[src/hw/rtl/sidrc_pkg.sv]
// Shared types, widths and codes of the sorted id run coalescer.
// No dependencies; every other file of the block imports this package.
package sidrc_pkg;

  // Id and run widths
  localparam int ID_WIDTH = 32;
  localparam int LEN_W    = ID_WIDTH + 1;
  localparam int CNT_W    = 32;
  localparam int CFG_W    = 64;

  // Shared multiplier and product accumulators
  localparam int MUL_W    = 32;
  localparam int PROD_W   = 2 * MUL_W;
  localparam int ACC_W    = MUL_W + CFG_W + 1;

  // Job queue between front and back
  localparam int Q_DEPTH  = 4;
  localparam int Q_PTR_W  = $clog2(Q_DEPTH);
  localparam int Q_CNT_W  = $clog2(Q_DEPTH + 1);

  // Configuration register indexes
  localparam int CFG_IDX_W = 2;
  localparam logic [CFG_IDX_W-1:0] REG_RECORD_SIZE  = 2'd0;
  localparam logic [CFG_IDX_W-1:0] REG_BASE_OFFSET  = 2'd1;
  localparam logic [CFG_IDX_W-1:0] REG_RUN_CAPACITY = 2'd2;

  // Result status codes
  typedef logic [1:0] status_t;
  localparam status_t ST_OK        = 2'd0;
  localparam status_t ST_UNSORTED  = 2'd1;
  localparam status_t ST_OVERFLOW  = 2'd2;
  localparam status_t ST_CAPACITY  = 2'd3;

  // Job kinds carried by the queue
  typedef logic [1:0] kind_t;
  localparam kind_t K_RUN   = 2'd0;  // extent of a finished run
  localparam kind_t K_ERR   = 2'd1;  // error result, no run
  localparam kind_t K_FLUSH = 2'd2;  // batch closed while discarding, no result

  typedef struct packed {
    logic [CFG_W-1:0] record_size;
    logic [CFG_W-1:0] base_byte_offset;
    logic [CNT_W-1:0] run_capacity;
  } cfg_t;

  typedef struct packed {
    kind_t               kind;
    logic                closes;  // final job of the batch
    logic                kept;
    status_t             status;
    logic [CNT_W-1:0]    count;
    logic [ID_WIDTH-1:0] start;
    logic [LEN_W-1:0]    len;
  } job_t;

endpackage

[src/hw/rtl/sidrc_queue.sv]
// Short job queue that decouples the front classifier from the back unit.
// Depends on sidrc_pkg for the job type and depth.
module sidrc_queue
  import sidrc_pkg::*;
(
  input  logic clk,
  input  logic rst_n,
  input  logic push,
  input  job_t push_job,
  input  logic pop,
  output job_t pop_job,
  output logic full,
  output logic empty
);

  job_t                 slot_r [Q_DEPTH];
  logic [Q_PTR_W-1:0]   wr_ptr_r, wr_ptr_nxt;
  logic [Q_PTR_W-1:0]   rd_ptr_r, rd_ptr_nxt;
  logic [Q_CNT_W-1:0]   fill_r, fill_nxt;

  assign full    = (fill_r == Q_CNT_W'(Q_DEPTH));
  assign empty   = (fill_r == '0);
  assign pop_job = slot_r[rd_ptr_r];

  // Advance pointers and fill count
  always_comb begin
    wr_ptr_nxt = push ? Q_PTR_W'(wr_ptr_r + 1'b1) : wr_ptr_r;
    rd_ptr_nxt = pop  ? Q_PTR_W'(rd_ptr_r + 1'b1) : rd_ptr_r;
    fill_nxt   = fill_r;
    if (push && !pop) begin
      fill_nxt = Q_CNT_W'(fill_r + 1'b1);
    end else if (pop && !push) begin
      fill_nxt = Q_CNT_W'(fill_r - 1'b1);
    end
  end

  always_ff @(posedge clk) begin
    if (!rst_n) begin
      wr_ptr_r <= '0;
      rd_ptr_r <= '0;
      fill_r   <= '0;
    end else begin
      wr_ptr_r <= wr_ptr_nxt;
      rd_ptr_r <= rd_ptr_nxt;
      fill_r   <= fill_nxt;
    end
  end

  // Store the pushed job
  always_ff @(posedge clk) begin
    if (push) begin
      slot_r[wr_ptr_r] <= push_job;
    end
  end

endmodule

[src/hw/rtl/sidrc_front.sv]
// Front classifier: takes ids, tracks runs, ordering and discarding,
// and pushes one job per result (or batch close) into the queue. Uses sidrc_pkg.
module sidrc_front
  import sidrc_pkg::*;
(
  input  logic        clk,
  input  logic        rst_n,
  input  logic        in_valid,
  output logic        in_stall,
  input  logic [31:0] in_record_id,
  input  logic        in_batch_last,
  input  cfg_t        cfg,
  input  logic        q_full,
  output logic        q_push,
  output job_t        q_job
);

  logic                active_r, active_nxt;
  logic                disc_r, disc_nxt;
  logic                pend_r, pend_nxt;
  logic [ID_WIDTH-1:0] prev_r, prev_nxt;
  logic [ID_WIDTH-1:0] start_r, start_nxt;
  logic [LEN_W-1:0]    len_r, len_nxt;
  logic [CNT_W-1:0]    runs_r, runs_nxt;

  logic                accept;
  logic [ID_WIDTH-1:0] cur;
  logic [ID_WIDTH:0]   prev_inc;
  logic                consec;
  logic [CNT_W-1:0]    runs_inc;
  logic                rs_zero;

  // Hold the input while a final job waits or the queue is full
  assign in_stall = pend_r || q_full;
  assign accept   = in_valid && !in_stall;

  assign cur      = in_record_id[ID_WIDTH-1:0];
  assign prev_inc = {1'b0, prev_r} + 1'b1;
  assign consec   = ({1'b0, cur} == prev_inc);
  assign runs_inc = (runs_r == '1) ? runs_r : CNT_W'(runs_r + 1'b1);
  assign rs_zero  = (cfg.record_size == '0);

  // Classify the id and build the job
  always_comb begin
    active_nxt = active_r;
    disc_nxt   = disc_r;
    pend_nxt   = pend_r;
    prev_nxt   = prev_r;
    start_nxt  = start_r;
    len_nxt    = len_r;
    runs_nxt   = runs_r;
    q_push     = 1'b0;
    q_job      = '0;

    if (pend_r) begin
      // Close the batch with the last run
      if (!q_full) begin
        q_push       = 1'b1;
        q_job.kind   = K_RUN;
        q_job.closes = 1'b1;
        q_job.kept   = (runs_r < cfg.run_capacity);
        q_job.status = (runs_inc > cfg.run_capacity) ? ST_CAPACITY : ST_OK;
        q_job.count  = runs_inc;
        q_job.start  = start_r;
        q_job.len    = len_r;
        runs_nxt     = runs_inc;
        active_nxt   = 1'b0;
        pend_nxt     = 1'b0;
      end
    end else if (accept) begin
      priority if (!active_r) begin
        // First id opens a run
        active_nxt = 1'b1;
        disc_nxt   = 1'b0;
        runs_nxt   = '0;
        prev_nxt   = cur;
        start_nxt  = cur;
        len_nxt    = LEN_W'(1);
        if (rs_zero) begin
          q_push       = 1'b1;
          q_job.kind   = K_ERR;
          q_job.closes = in_batch_last;
          q_job.status = ST_OVERFLOW;
          active_nxt   = !in_batch_last;
          disc_nxt     = !in_batch_last;
        end else begin
          pend_nxt = in_batch_last;
        end
      end else if (disc_r) begin
        // Drop ids up to the last one
        if (in_batch_last) begin
          q_push       = 1'b1;
          q_job.kind   = K_FLUSH;
          q_job.closes = 1'b1;
          disc_nxt     = 1'b0;
          active_nxt   = 1'b0;
        end
      end else if (cur < prev_r) begin
        q_push       = 1'b1;
        q_job.kind   = K_ERR;
        q_job.closes = in_batch_last;
        q_job.status = ST_UNSORTED;
        active_nxt   = !in_batch_last;
        disc_nxt     = !in_batch_last;
      end else begin
        if (cur != prev_r) begin
          if (consec) begin
            len_nxt = LEN_W'(len_r + 1'b1);
          end else begin
            // Gap closes the current run
            q_push      = 1'b1;
            q_job.kind  = K_RUN;
            q_job.kept  = (runs_r < cfg.run_capacity);
            q_job.start = start_r;
            q_job.len   = len_r;
            runs_nxt    = runs_inc;
            start_nxt   = cur;
            len_nxt     = LEN_W'(1);
          end
          prev_nxt = cur;
        end
        pend_nxt = in_batch_last;
      end
    end
  end

  always_ff @(posedge clk) begin
    if (!rst_n) begin
      active_r <= 1'b0;
      disc_r   <= 1'b0;
      pend_r   <= 1'b0;
      prev_r   <= '0;
      start_r  <= '0;
      len_r    <= '0;
      runs_r   <= '0;
    end else begin
      active_r <= active_nxt;
      disc_r   <= disc_nxt;
      pend_r   <= pend_nxt;
      prev_r   <= prev_nxt;
      start_r  <= start_nxt;
      len_r    <= len_nxt;
      runs_r   <= runs_nxt;
    end
  end

endmodule

[src/hw/rtl/sidrc_back.sv]
// Back unit: takes jobs from the queue, forms byte offset and length with a
// shared 32x32 multiplier, checks overflow and drives the result register. Uses sidrc_pkg.
module sidrc_back
  import sidrc_pkg::*;
(
  input  logic        clk,
  input  logic        rst_n,
  input  cfg_t        cfg,
  input  logic        q_empty,
  input  job_t        q_job,
  output logic        q_pop,
  output logic        out_valid,
  input  logic        out_stall,
  output logic [63:0] out_run_offset,
  output logic [63:0] out_run_length,
  output logic        out_run_present,
  output logic        out_run_kept,
  output logic        out_batch_end,
  output logic [1:0]  out_status,
  output logic [31:0] out_run_count
);

  localparam int LEN_X_W = MUL_W + 1;

  localparam logic [2:0] B_IDLE = 3'd0;
  localparam logic [2:0] B_M0   = 3'd1;
  localparam logic [2:0] B_M1   = 3'd2;
  localparam logic [2:0] B_M2   = 3'd3;
  localparam logic [2:0] B_M3   = 3'd4;
  localparam logic [2:0] B_M4   = 3'd5;
  localparam logic [2:0] B_M5   = 3'd6;
  localparam logic [2:0] B_OUT  = 3'd7;

  logic [2:0]        state_r, state_nxt;
  logic              drop_r, drop_nxt;
  job_t              job_r;
  logic [PROD_W-1:0] prod_r;
  logic [ACC_W-1:0]  off_r;
  logic [ACC_W-1:0]  len_r;

  logic [LEN_X_W-1:0] len_x;
  logic [MUL_W-1:0]   mul_a, mul_b;
  logic               ovf, fail, slot_free, load_out;

  logic              out_valid_r;
  logic [63:0]       off_out_r, len_out_r;
  logic              present_r, kept_r, end_r;
  status_t           status_r;
  logic [CNT_W-1:0]  count_r;

  assign len_x = LEN_X_W'(job_r.len);

  // Select multiplier operands by step
  always_comb begin
    mul_a = (state_r == B_M0 || state_r == B_M1) ? MUL_W'(job_r.start) : len_x[MUL_W-1:0];
    mul_b = (state_r == B_M0 || state_r == B_M2) ? cfg.record_size[MUL_W-1:0]
                                                 : cfg.record_size[CFG_W-1:MUL_W];
  end

  assign ovf = (cfg.record_size == '0) || (off_r[ACC_W-1:CFG_W] != '0) ||
               (len_r[ACC_W-1:CFG_W] != '0);
  assign fail      = (job_r.kind == K_ERR) || ovf;
  assign slot_free = !out_valid_r || !out_stall;
  assign load_out  = (state_r == B_OUT) && slot_free;
  assign q_pop     = (state_r == B_IDLE) && !q_empty;

  // Sequence the job
  always_comb begin
    state_nxt = state_r;
    drop_nxt  = drop_r;
    unique case (state_r)
      B_IDLE: begin
        if (!q_empty) begin
          if (drop_r) begin
            drop_nxt = !q_job.closes;
          end else begin
            unique case (q_job.kind)
              K_RUN:   state_nxt = B_M0;
              K_ERR:   state_nxt = B_OUT;
              default: state_nxt = B_IDLE;
            endcase
          end
        end
      end
      B_M0:    state_nxt = B_M1;
      B_M1:    state_nxt = B_M2;
      B_M2:    state_nxt = B_M3;
      B_M3:    state_nxt = B_M4;
      B_M4:    state_nxt = B_M5;
      B_M5:    state_nxt = B_OUT;
      default: begin
        if (slot_free) begin
          state_nxt = B_IDLE;
          drop_nxt  = fail && !job_r.closes;
        end
      end
    endcase
  end

  always_ff @(posedge clk) begin
    if (!rst_n) begin
      state_r <= B_IDLE;
      drop_r  <= 1'b0;
    end else begin
      state_r <= state_nxt;
      drop_r  <= drop_nxt;
    end
  end

  // Latch the job, multiply and accumulate partial products
  always_ff @(posedge clk) begin
    if (q_pop) begin
      job_r <= q_job;
    end
    prod_r <= mul_a * mul_b;
    unique case (state_r)
      B_M1:    off_r <= ACC_W'(prod_r);
      B_M2:    off_r <= off_r + ACC_W'({prod_r, {MUL_W{1'b0}}});
      B_M3: begin
        off_r <= off_r + ACC_W'(cfg.base_byte_offset);
        len_r <= ACC_W'(prod_r);
      end
      B_M4:    len_r <= len_r + ACC_W'({prod_r, {MUL_W{1'b0}}});
      B_M5: begin
        if (len_x[MUL_W]) begin
          len_r <= len_r + ACC_W'({cfg.record_size, {MUL_W{1'b0}}});
        end
      end
      default: begin
      end
    endcase
  end

  // Drive the result register
  always_ff @(posedge clk) begin
    if (!rst_n) begin
      out_valid_r <= 1'b0;
    end else if (load_out) begin
      out_valid_r <= 1'b1;
    end else if (!out_stall) begin
      out_valid_r <= 1'b0;
    end
  end

  always_ff @(posedge clk) begin
    if (load_out) begin
      if (fail) begin
        off_out_r <= '0;
        len_out_r <= '0;
        present_r <= 1'b0;
        kept_r    <= 1'b0;
        end_r     <= 1'b1;
        status_r  <= (job_r.kind == K_ERR) ? job_r.status : ST_OVERFLOW;
        count_r   <= '0;
      end else begin
        off_out_r <= off_r[CFG_W-1:0];
        len_out_r <= len_r[CFG_W-1:0];
        present_r <= 1'b1;
        kept_r    <= job_r.kept;
        end_r     <= job_r.closes;
        status_r  <= job_r.status;
        count_r   <= job_r.count;
      end
    end
  end

  assign out_valid       = out_valid_r;
  assign out_run_offset  = off_out_r;
  assign out_run_length  = len_out_r;
  assign out_run_present = present_r;
  assign out_run_kept    = kept_r;
  assign out_batch_end   = end_r;
  assign out_status      = status_r;
  assign out_run_count   = count_r;

endmodule

[src/hw/rtl/sorted_id_run_coalescer_unit.sv]
// Top level of the sorted id run coalescer: configuration registers,
// front classifier, job queue and back extent unit. Uses sidrc_pkg.
//
//   channel  direction  handshake            beat
//   in_      input      in_valid / in_stall  record_id, batch_last
//   out_     output     out_valid / out_stall run_offset .. run_count
//   cfg_     input      cfg_we               cfg_index, cfg_wdata
//
// The front takes one id per cycle while in_stall is low; an id that ends a
// batch without error is followed by a step spent pushing the closing job.
// A run result steps the back through B_M0..B_M5 and B_OUT (one shared 32x32
// multiplier stepped over four partial products), an error result goes to
// B_OUT; a dropped job is popped in B_IDLE, and no job is popped outside it.
// Synchronous active-low reset clears control state; config resets to 1, 0, 0.
// The front stalls when its four-entry queue is full or a closing job waits.
module sorted_id_run_coalescer_unit
  import sidrc_pkg::*;
(
  input  logic                 clk,
  input  logic                 rst_n,
  input  logic                 in_valid,
  output logic                 in_stall,
  input  logic [31:0]          in_record_id,
  input  logic                 in_batch_last,
  output logic                 out_valid,
  input  logic                 out_stall,
  output logic [63:0]          out_run_offset,
  output logic [63:0]          out_run_length,
  output logic                 out_run_present,
  output logic                 out_run_kept,
  output logic                 out_batch_end,
  output logic [1:0]           out_status,
  output logic [31:0]          out_run_count,
  input  logic                 cfg_we,
  input  logic [CFG_IDX_W-1:0] cfg_index,
  input  logic [CFG_W-1:0]     cfg_wdata
);

  cfg_t cfg_r;
  logic q_push, q_pop, q_full, q_empty;
  job_t push_job, pop_job;

  // Write configuration registers
  always_ff @(posedge clk) begin
    if (!rst_n) begin
      cfg_r.record_size      <= CFG_W'(1);
      cfg_r.base_byte_offset <= '0;
      cfg_r.run_capacity     <= '0;
    end else if (cfg_we) begin
      unique case (cfg_index)
        REG_RECORD_SIZE:  cfg_r.record_size      <= cfg_wdata;
        REG_BASE_OFFSET:  cfg_r.base_byte_offset <= cfg_wdata;
        REG_RUN_CAPACITY: cfg_r.run_capacity     <= cfg_wdata[CNT_W-1:0];
        default: begin
        end
      endcase
    end
  end

  sidrc_front u_front (
    .clk           (clk),
    .rst_n         (rst_n),
    .in_valid      (in_valid),
    .in_stall      (in_stall),
    .in_record_id  (in_record_id),
    .in_batch_last (in_batch_last),
    .cfg           (cfg_r),
    .q_full        (q_full),
    .q_push        (q_push),
    .q_job         (push_job)
  );

  sidrc_queue u_queue (
    .clk      (clk),
    .rst_n    (rst_n),
    .push     (q_push),
    .push_job (push_job),
    .pop      (q_pop),
    .pop_job  (pop_job),
    .full     (q_full),
    .empty    (q_empty)
  );

  sidrc_back u_back (
    .clk             (clk),
    .rst_n           (rst_n),
    .cfg             (cfg_r),
    .q_empty         (q_empty),
    .q_job           (pop_job),
    .q_pop           (q_pop),
    .out_valid       (out_valid),
    .out_stall       (out_stall),
    .out_run_offset  (out_run_offset),
    .out_run_length  (out_run_length),
    .out_run_present (out_run_present),
    .out_run_kept    (out_run_kept),
    .out_batch_end   (out_batch_end),
    .out_status      (out_status),
    .out_run_count   (out_run_count)
  );

endmodule
[config.mk]
export PLATFORM = sky130hd
export DESIGN_NAME = sorted_id_run_coalescer_unit
export DESIGN_NICKNAME = d
export VERILOG_FILES = /design/src/hw/rtl/sidrc_pkg.sv /design/src/hw/rtl/sidrc_queue.sv /design/src/hw/rtl/sidrc_front.sv /design/src/hw/rtl/sidrc_back.sv /design/src/hw/rtl/sorted_id_run_coalescer_unit.sv
export SDC_FILE = /design/constraint.sdc
export NUM_CORES = 2
export LEC_CHECK = 0
export BUFFER_PORTS_ARGS = -buffer_cell sky130_fd_sc_hd__buf_2
export CAP_MARGIN = 20
export CORE_AREA = 4 4 697 353
export DETAILED_ROUTE_END_ITERATION = 16
export DIE_AREA = 0 0 701 357
export SLEW_MARGIN = 15
export SYNTH_ARGS = -nofsm -noshare
export SYNTH_HDL_FRONTEND = slang
export SYNTH_HIERARCHICAL = 1
export SYNTH_SLANG_ARGS = --single-unit
export TNS_END_PERCENT = 10
[constraint.sdc]
create_clock -name clk -period 18.09 [get_ports clk]
set_clock_uncertainty 0.15 [all_clocks]
set_input_delay 0 -clock clk [delete_from_list [all_inputs] [get_ports clk]]
set_output_delay 0 -clock clk [all_outputs]
set_load 0.05 [all_outputs]
* Word-level counts from Yosys, hierarchy flattened
Memories as Yosys holds them, arrays and structs flattened. A register that Yosys moved wholly into a read port is not among the register bits. Cells that the tools add are included.
Storage, ports and cells: bits in latches 0, memory bits (writable) 412, register bits 830, memories kept 1, word-level logic and storage cells 228, ROM bits 0
Operators by class: $lt $le $gt $ge 3, multiply operators 1, equality and inequality tests 28, shift operators 0, $add $sub $neg 11, reduce and logical (&&, ||, !) cells 47, bitwise gates (word level) 2, divide/modulo/power cells 0, mux-type cells 102
Memory list:
- u_queue.slot_r | words 4, bits a word 103, read ports 1, clocked after Yosys merged registers in 1, wr ports 1, line sidrc_queue.sv:16 | job_t slot_r [Q_DEPTH];
Operators by type and width (count):
- $mux 32 | 21
- $pmux 97 s3 | 2
- $mux 65 | 7
- $add 97x96->97 | 3
- $mux 33 | 5
- $mux 101 | 1
- $add 97x64->97 | 1
- $mux 97 | 1
- $reduce_bool 33->1 | 2
- $logic_not 64->1 | 1
- $lt 32x32->1 | 2
- $mul 32x32->64 | 1
- $mux 1 | 43
- $add 32x1->33 const B | 1
- $add 33x1->33 const B | 1
- $eq 32x33->1 | 1
- $add 32x1->32 const B | 1
- $eq 32x32->1 const B | 1
- $gt 32x32->1 | 1
- $ne 32x32->1 | 1
- $mux 3 | 9
- $pmux 3 s7 | 1
- $mux 2 | 8
- $eq 3x3->1 const B | 5
- other kinds (27) | 74

* Logic depth before layout (Yosys ltp)
word-level depth 13, gate-level depth with buffers 36, mapped depth without buffers 30

* Cells and area by module
Netlist, hierarchy kept.
Modules (own cells, without submodules):
- sidrc_back | cells each 6785, area each 64251.6 um^2, instances 1
- sidrc_queue | cells each 581, area each 15382.3 um^2, instances 1
- sidrc_front | cells each 1365, area each 10082.2 um^2, instances 1
- sorted_id_run_coalescer_unit | cells each 591, area each 6042.0 um^2, instances 1

* Worst setup path before layout
OpenSTA, ideal clock, no wires.
path type reg-to-reg, from register u_back.state_r[0], to register u_queue.fill_r[2], clock period less this slack 12.465 ns, data required time 17.864 ns, path slack 5.625 ns, cell stages (with the launch flop) 10, buffers on the path 1, arrival 12.240 ns, setup time 0.076 ns, path through dfxtp_1 clkbuf_1 nor4_1 inv_1 ha_1 inv_1 fa_1 xor2_1 or3_1 a21boi_0
On the way: word-level cells in the longest chain between the ends 5
Ends and longest elaborated chain:
- start, declared | line sidrc_back.sv:34 | logic [2:0] state_r, state_nxt;
- start signal, assigned | line sidrc_back.sv:105 | state_r <= state_nxt;
- $logic_not 3->1 (*) | line sidrc_back.sv:65 | assign q_pop = (state_r == B_IDLE) && !q_empty;
- $logic_and 1x1->1 (*) | line sidrc_back.sv:65
- via q_pop | line sorted_id_run_coalescer_unit.sv:40 | logic q_push, q_pop, q_full, q_empty;
- $logic_not 1->1 | line sidrc_queue.sv:30 | if (push && !pop) begin
- $logic_and 1x1->1 | line sidrc_queue.sv:30
- $mux 3 or $reduce_bool 2->1 (tied branches)
- end signal, assigned | line sidrc_queue.sv:45 | fill_r <= fill_nxt;
- end, declared | line sidrc_queue.sv:19 | logic [Q_CNT_W-1:0] fill_r, fill_nxt;
Mark *: on every way through the listed nets, which the timed path passes. The rest lies on a longest branch. A chain may end at the register's enable or synchronous reset.

* Worst setup path in the final report
from register u_back.state_r[0], to register u_back.prod_r[60]
On the way: word-level cells in the longest chain between the ends 4
Ends and longest elaborated chain:
- $eq 3x1->1 (tied with other cells) | line sidrc_back.sv:55, sidrc_back.sv:56
- $logic_or 1x1->1, on equally long branches | line sidrc_back.sv:55, sidrc_back.sv:56
- $mux 32, on equally long branches | line sidrc_back.sv:55, sidrc_back.sv:56
- $mul 32x32->64 (*) | line sidrc_back.sv:115 | prod_r <= mul_a * mul_b;
- end signal, assigned | line sidrc_back.sv:115
- end, declared | line sidrc_back.sv:37 | logic [PROD_W-1:0] prod_r;
Every way passes the cells marked *; elsewhere a longest branch is shown, timed or not.

==> run_results.csv <==
group,metric,value,unit
critical_path,r2r_slack,7280,ps
critical_path,start_kind,"register",
cts,cts.sinks,1244,
detailed_routing,via_per_inst,5.68,
synth,synth_nets,10884,
cts,cts_buffers,113,
cts,cts_tree,"yes",
detailed_routing,drtIter0Drc,8115,
critical_path,slowest_stage,"mux2i_2",
cts,clock_path_buffers,3,
detailed_routing,num_vias,73314,
floorplanning,rows,127,
synth,syn_area,95800,µm²
critical_path,crit_path_max_fanout,35,
layout,fillers,22726,
timing,slew_viol_final,0,
timing,relSlewSlack,21.1,%
synth,yosysMostFrequentCell,"nand2_1",
synth,synthCells,9322,
global_routing,grt_pass1_vias,72669,
synth,ys_top_cells_by_area,"edfxtp_1, fa_1, dfxtp_1",
hold_path,hold_depth,4,
place,pre_cts_ws,7440,ps
power,power_leakage,45.7,nW
global_routing,antenna_found_initial,35,
hold_path,min_to,"cfg_r[66]$_SDFFE_PN0P_",
critical_path,crit_required,18590,ps
critical_path,critPathMaxStageDelay,660,ps
global_routing,grt_max_degree,161,
timing,rsz0062_at_grt,"no",
timing,timing_worst_slew_pin_value,1150,ps
synth,avgSynthCellArea,10.3,µm²
detailed_routing,wl,342000,µm
cts,clkTransAtPathRegs,80,ps
synth,synth_top_family_by_area,"adder cells",
synth,synth_top_area_cell,"edfxtp_1",
power,p_per_area,188,nW/µm²
synth,synth_edf_count,874,
layout,drive_gt1_share,9.76,%
synth,ys_warn_count,6,
hold_path,worstHoldStart,"cfg_wdata[34]",
cts,h-tree-depth,3,
critical_path,reg2reg_to,"u_back/prod_r[60]$_DFF_P_",
layout,nets,11123,
floorplanning,ioPinCount,271,
floorplanning,core_area,239000,µm²
place,place_congestion,1.01,
critical_path,crit_type,"register to register",
timing,min_period_over_period,59.8,%
place,portBuffers,270,
place,hpwl,255000,µm
detailed_routing,drc,0,
hold_path,hold_class,"input pin to register",
detailed_routing,post_drt_wl_per_cell,26.5,µm
synth,synth-main-ff-cell,"edfxtp_1",
critical_path,critPathTopFamily,"adder cells",
timing,setup_slack,7280,ps
synth,synthMuxAreaShare,6.04,%
critical_path,r2r_start,"u_back/state_r[0]$_SDFFE_PN0P_",
global_routing,grt_first_pass_wirelength,499000,µm
synth,yosysSeqAreaShare,35.1,%
detailed_routing,ant_nets,0,
timing,hold_viol_final,0,
detailed_routing,first_pass_iters,6,
global_routing,grt_use_total,27.0,%
floorplanning,fp.dieW,701,µm
timing,period_minus_slack,10810,ps
synth,synth-async-reset-ratio,0,%
critical_path,cp.buffers_inverters,7,
outcome,status,"finished clean",
critical_path,reg2regPathDepth,31,
timing,max_freq,92.5,MHz
synth,synthXorXnorAreaFrac,3.40,%
synth,synth_top_cell_area_share,27.4,%
floorplanning,start_util,40.0,%
synth,ys_seq_elements,1244,
layout,fin_util,44.4,%
critical_path,cp_data_arrival_time,11320,ps
synth,synthSimpleGateAreaFrac,14.3,%
layout,area_growth_syn_to_layout,10.9,%
synth,ys_types,109,
critical_path,cp-end-kind,"register",
timing,setup_tns,0,ps
run,cap_violations,0,
global_routing,grt-ovfl-total,0,
floorplanning,die_area,250000,µm²
power,vdd_drop_max,0.179,mV
synth,synth_compound_area_share,8.65,%
critical_path,cpMostUsedCell,"fa_1",
timing,setup_viol,0,
cts,cts_root_buffer,"clkbuf_16",
cts,post-cts-setup-buffers,0,
synth,ys_top_cells_by_count,"nand2_1, inv_1, fa_1",
cts,clkLatencyLatePin,790,ps
synth,synthAdderAreaFrac,26.1,%
floorplanning,die_h,357,µm
## how the worst max path moves through the flow
stage,startpoint,end,cells after the start
global placement,u_back/state_r[1]$_SDFFE_PN0P_,u_back/prod_r[60]$_DFF_P_,31
floorplan,u_back/state_r[0]$_SDFFE_PN0P_,u_queue/fill_r[2]$_SDFFE_PN0P_,9
CTS,u_back/state_r[0]$_SDFFE_PN0P_,u_back/prod_r[60]$_DFF_P_,31
global route,u_back/state_r[0]$_SDFFE_PN0P_,u_back/prod_r[61]$_DFF_P_,30
finish,u_back/state_r[0]$_SDFFE_PN0P_,u_back/prod_r[60]$_DFF_P_,31
detailed placement,u_back/state_r[1]$_SDFFE_PN0P_,u_back/prod_r[60]$_DFF_P_,31
## registers in the layout, indices dropped and copies added (netlist names), 3 cells and up, named ones only
signal and flops:
u_queue/slot_r 412, cfg_r 160, u_back/len_r 97, u_back/off_r 97, u_back/job_r 70, u_back/out_run_length 64
u_back/out_run_offset 64, u_back/prod_r 64, u_back/len_x 33, u_front/len_r 33, u_back/out_run_count 32, u_front/prev_r 32
u_front/runs_r 32, u_front/start_r 32, u_back/state_r 3, u_queue/fill_r 3
## repair_timing
item | in CTS | in global routing
setup endpoints to repair | 0 | 0
hold buffers | 165 | 0
endpoints found under the hold margin | 385 | 0
resized for setup | 0 | 0
## tightest hold or removal path, delay by kind of cell
kind	cells	cell delay (ps)
muxes	1	150
and+or+nand+nor	1	120
buffers and inverters	2	600
## per-stage QoR
stage	area (µm²)	cells	hold WS [ps]	power, mW
after floorplan	95800	9322	-40.2	12.4
after detailed placement	101000	12506	128	17.1
after global routing	106000	12889	38.6	21.2
after CTS	106000	12886	5.18	19.7
final	106000	12909	40.4	20.0
after global placement	101000	12506	121	17.0
## cells by family after synthesis
logic type      after synthesis
compound gates             1303
xor+xnor                    372
fa+ha+maj                  1458
buf+inv                    1495
flops                      1244
mux                         437
simple gates               3013
## power by group
group	total [mW]	switching (mW)	internal, mW	leakage, nW
sequential	4.60	0.754	3.85	11.3
combinational	12.8	8.39	4.44	32.4
clock	2.56	1.16	1.40	1.89
## cells in the final DEF (no fill, tap or decap), types with 149 or more instances in the layout
master / Yosys / final
nand2_1: 1176 / 1174
inv_1: 1021 / 1020
fa_1: 900 / 900
edfxtp_1: 874 / 874
nor2_1: 856 / 853
ha_1: 558 / 558
a21oi_1: 378 / 377
dfxtp_1: 370 / 368
buf_2: 61 / 269
o21ai_0: 255 / 254
xnor2_1: 223 / 223
and3_1: 216 / 216
a21o_1: 186 / 186
mux2i_1: 236 / 185
nand3_1: 179 / 179
dlygate4sd3_1: 0 / 165
buf_4: 11 / 161
xor2_1: 149 / 149
## final cells by class
cell class              instances  area [µm²]  share of cell area (%)
multi-input cells            6583       56400                    53.1
clock inverters                58         686                   0.646
inverters                    1022        3840                    3.61
diodes                         23        57.6                  0.0542
flip-flops and latches       1244       33700                    31.7
repair buffers                597        4240                    3.99
well taps                    3225        4040                    3.80
clock buffers                 157        3240                    3.05
## routing by layer
metal  global-route usage, %  part of all wire [%]
met3                    8.17                    11
met5                       0                 0.016
met2                    39.3                    42
met1                    38.4                    44
met4                    8.69                   3.7
Power figures use the tool's default switching activity.
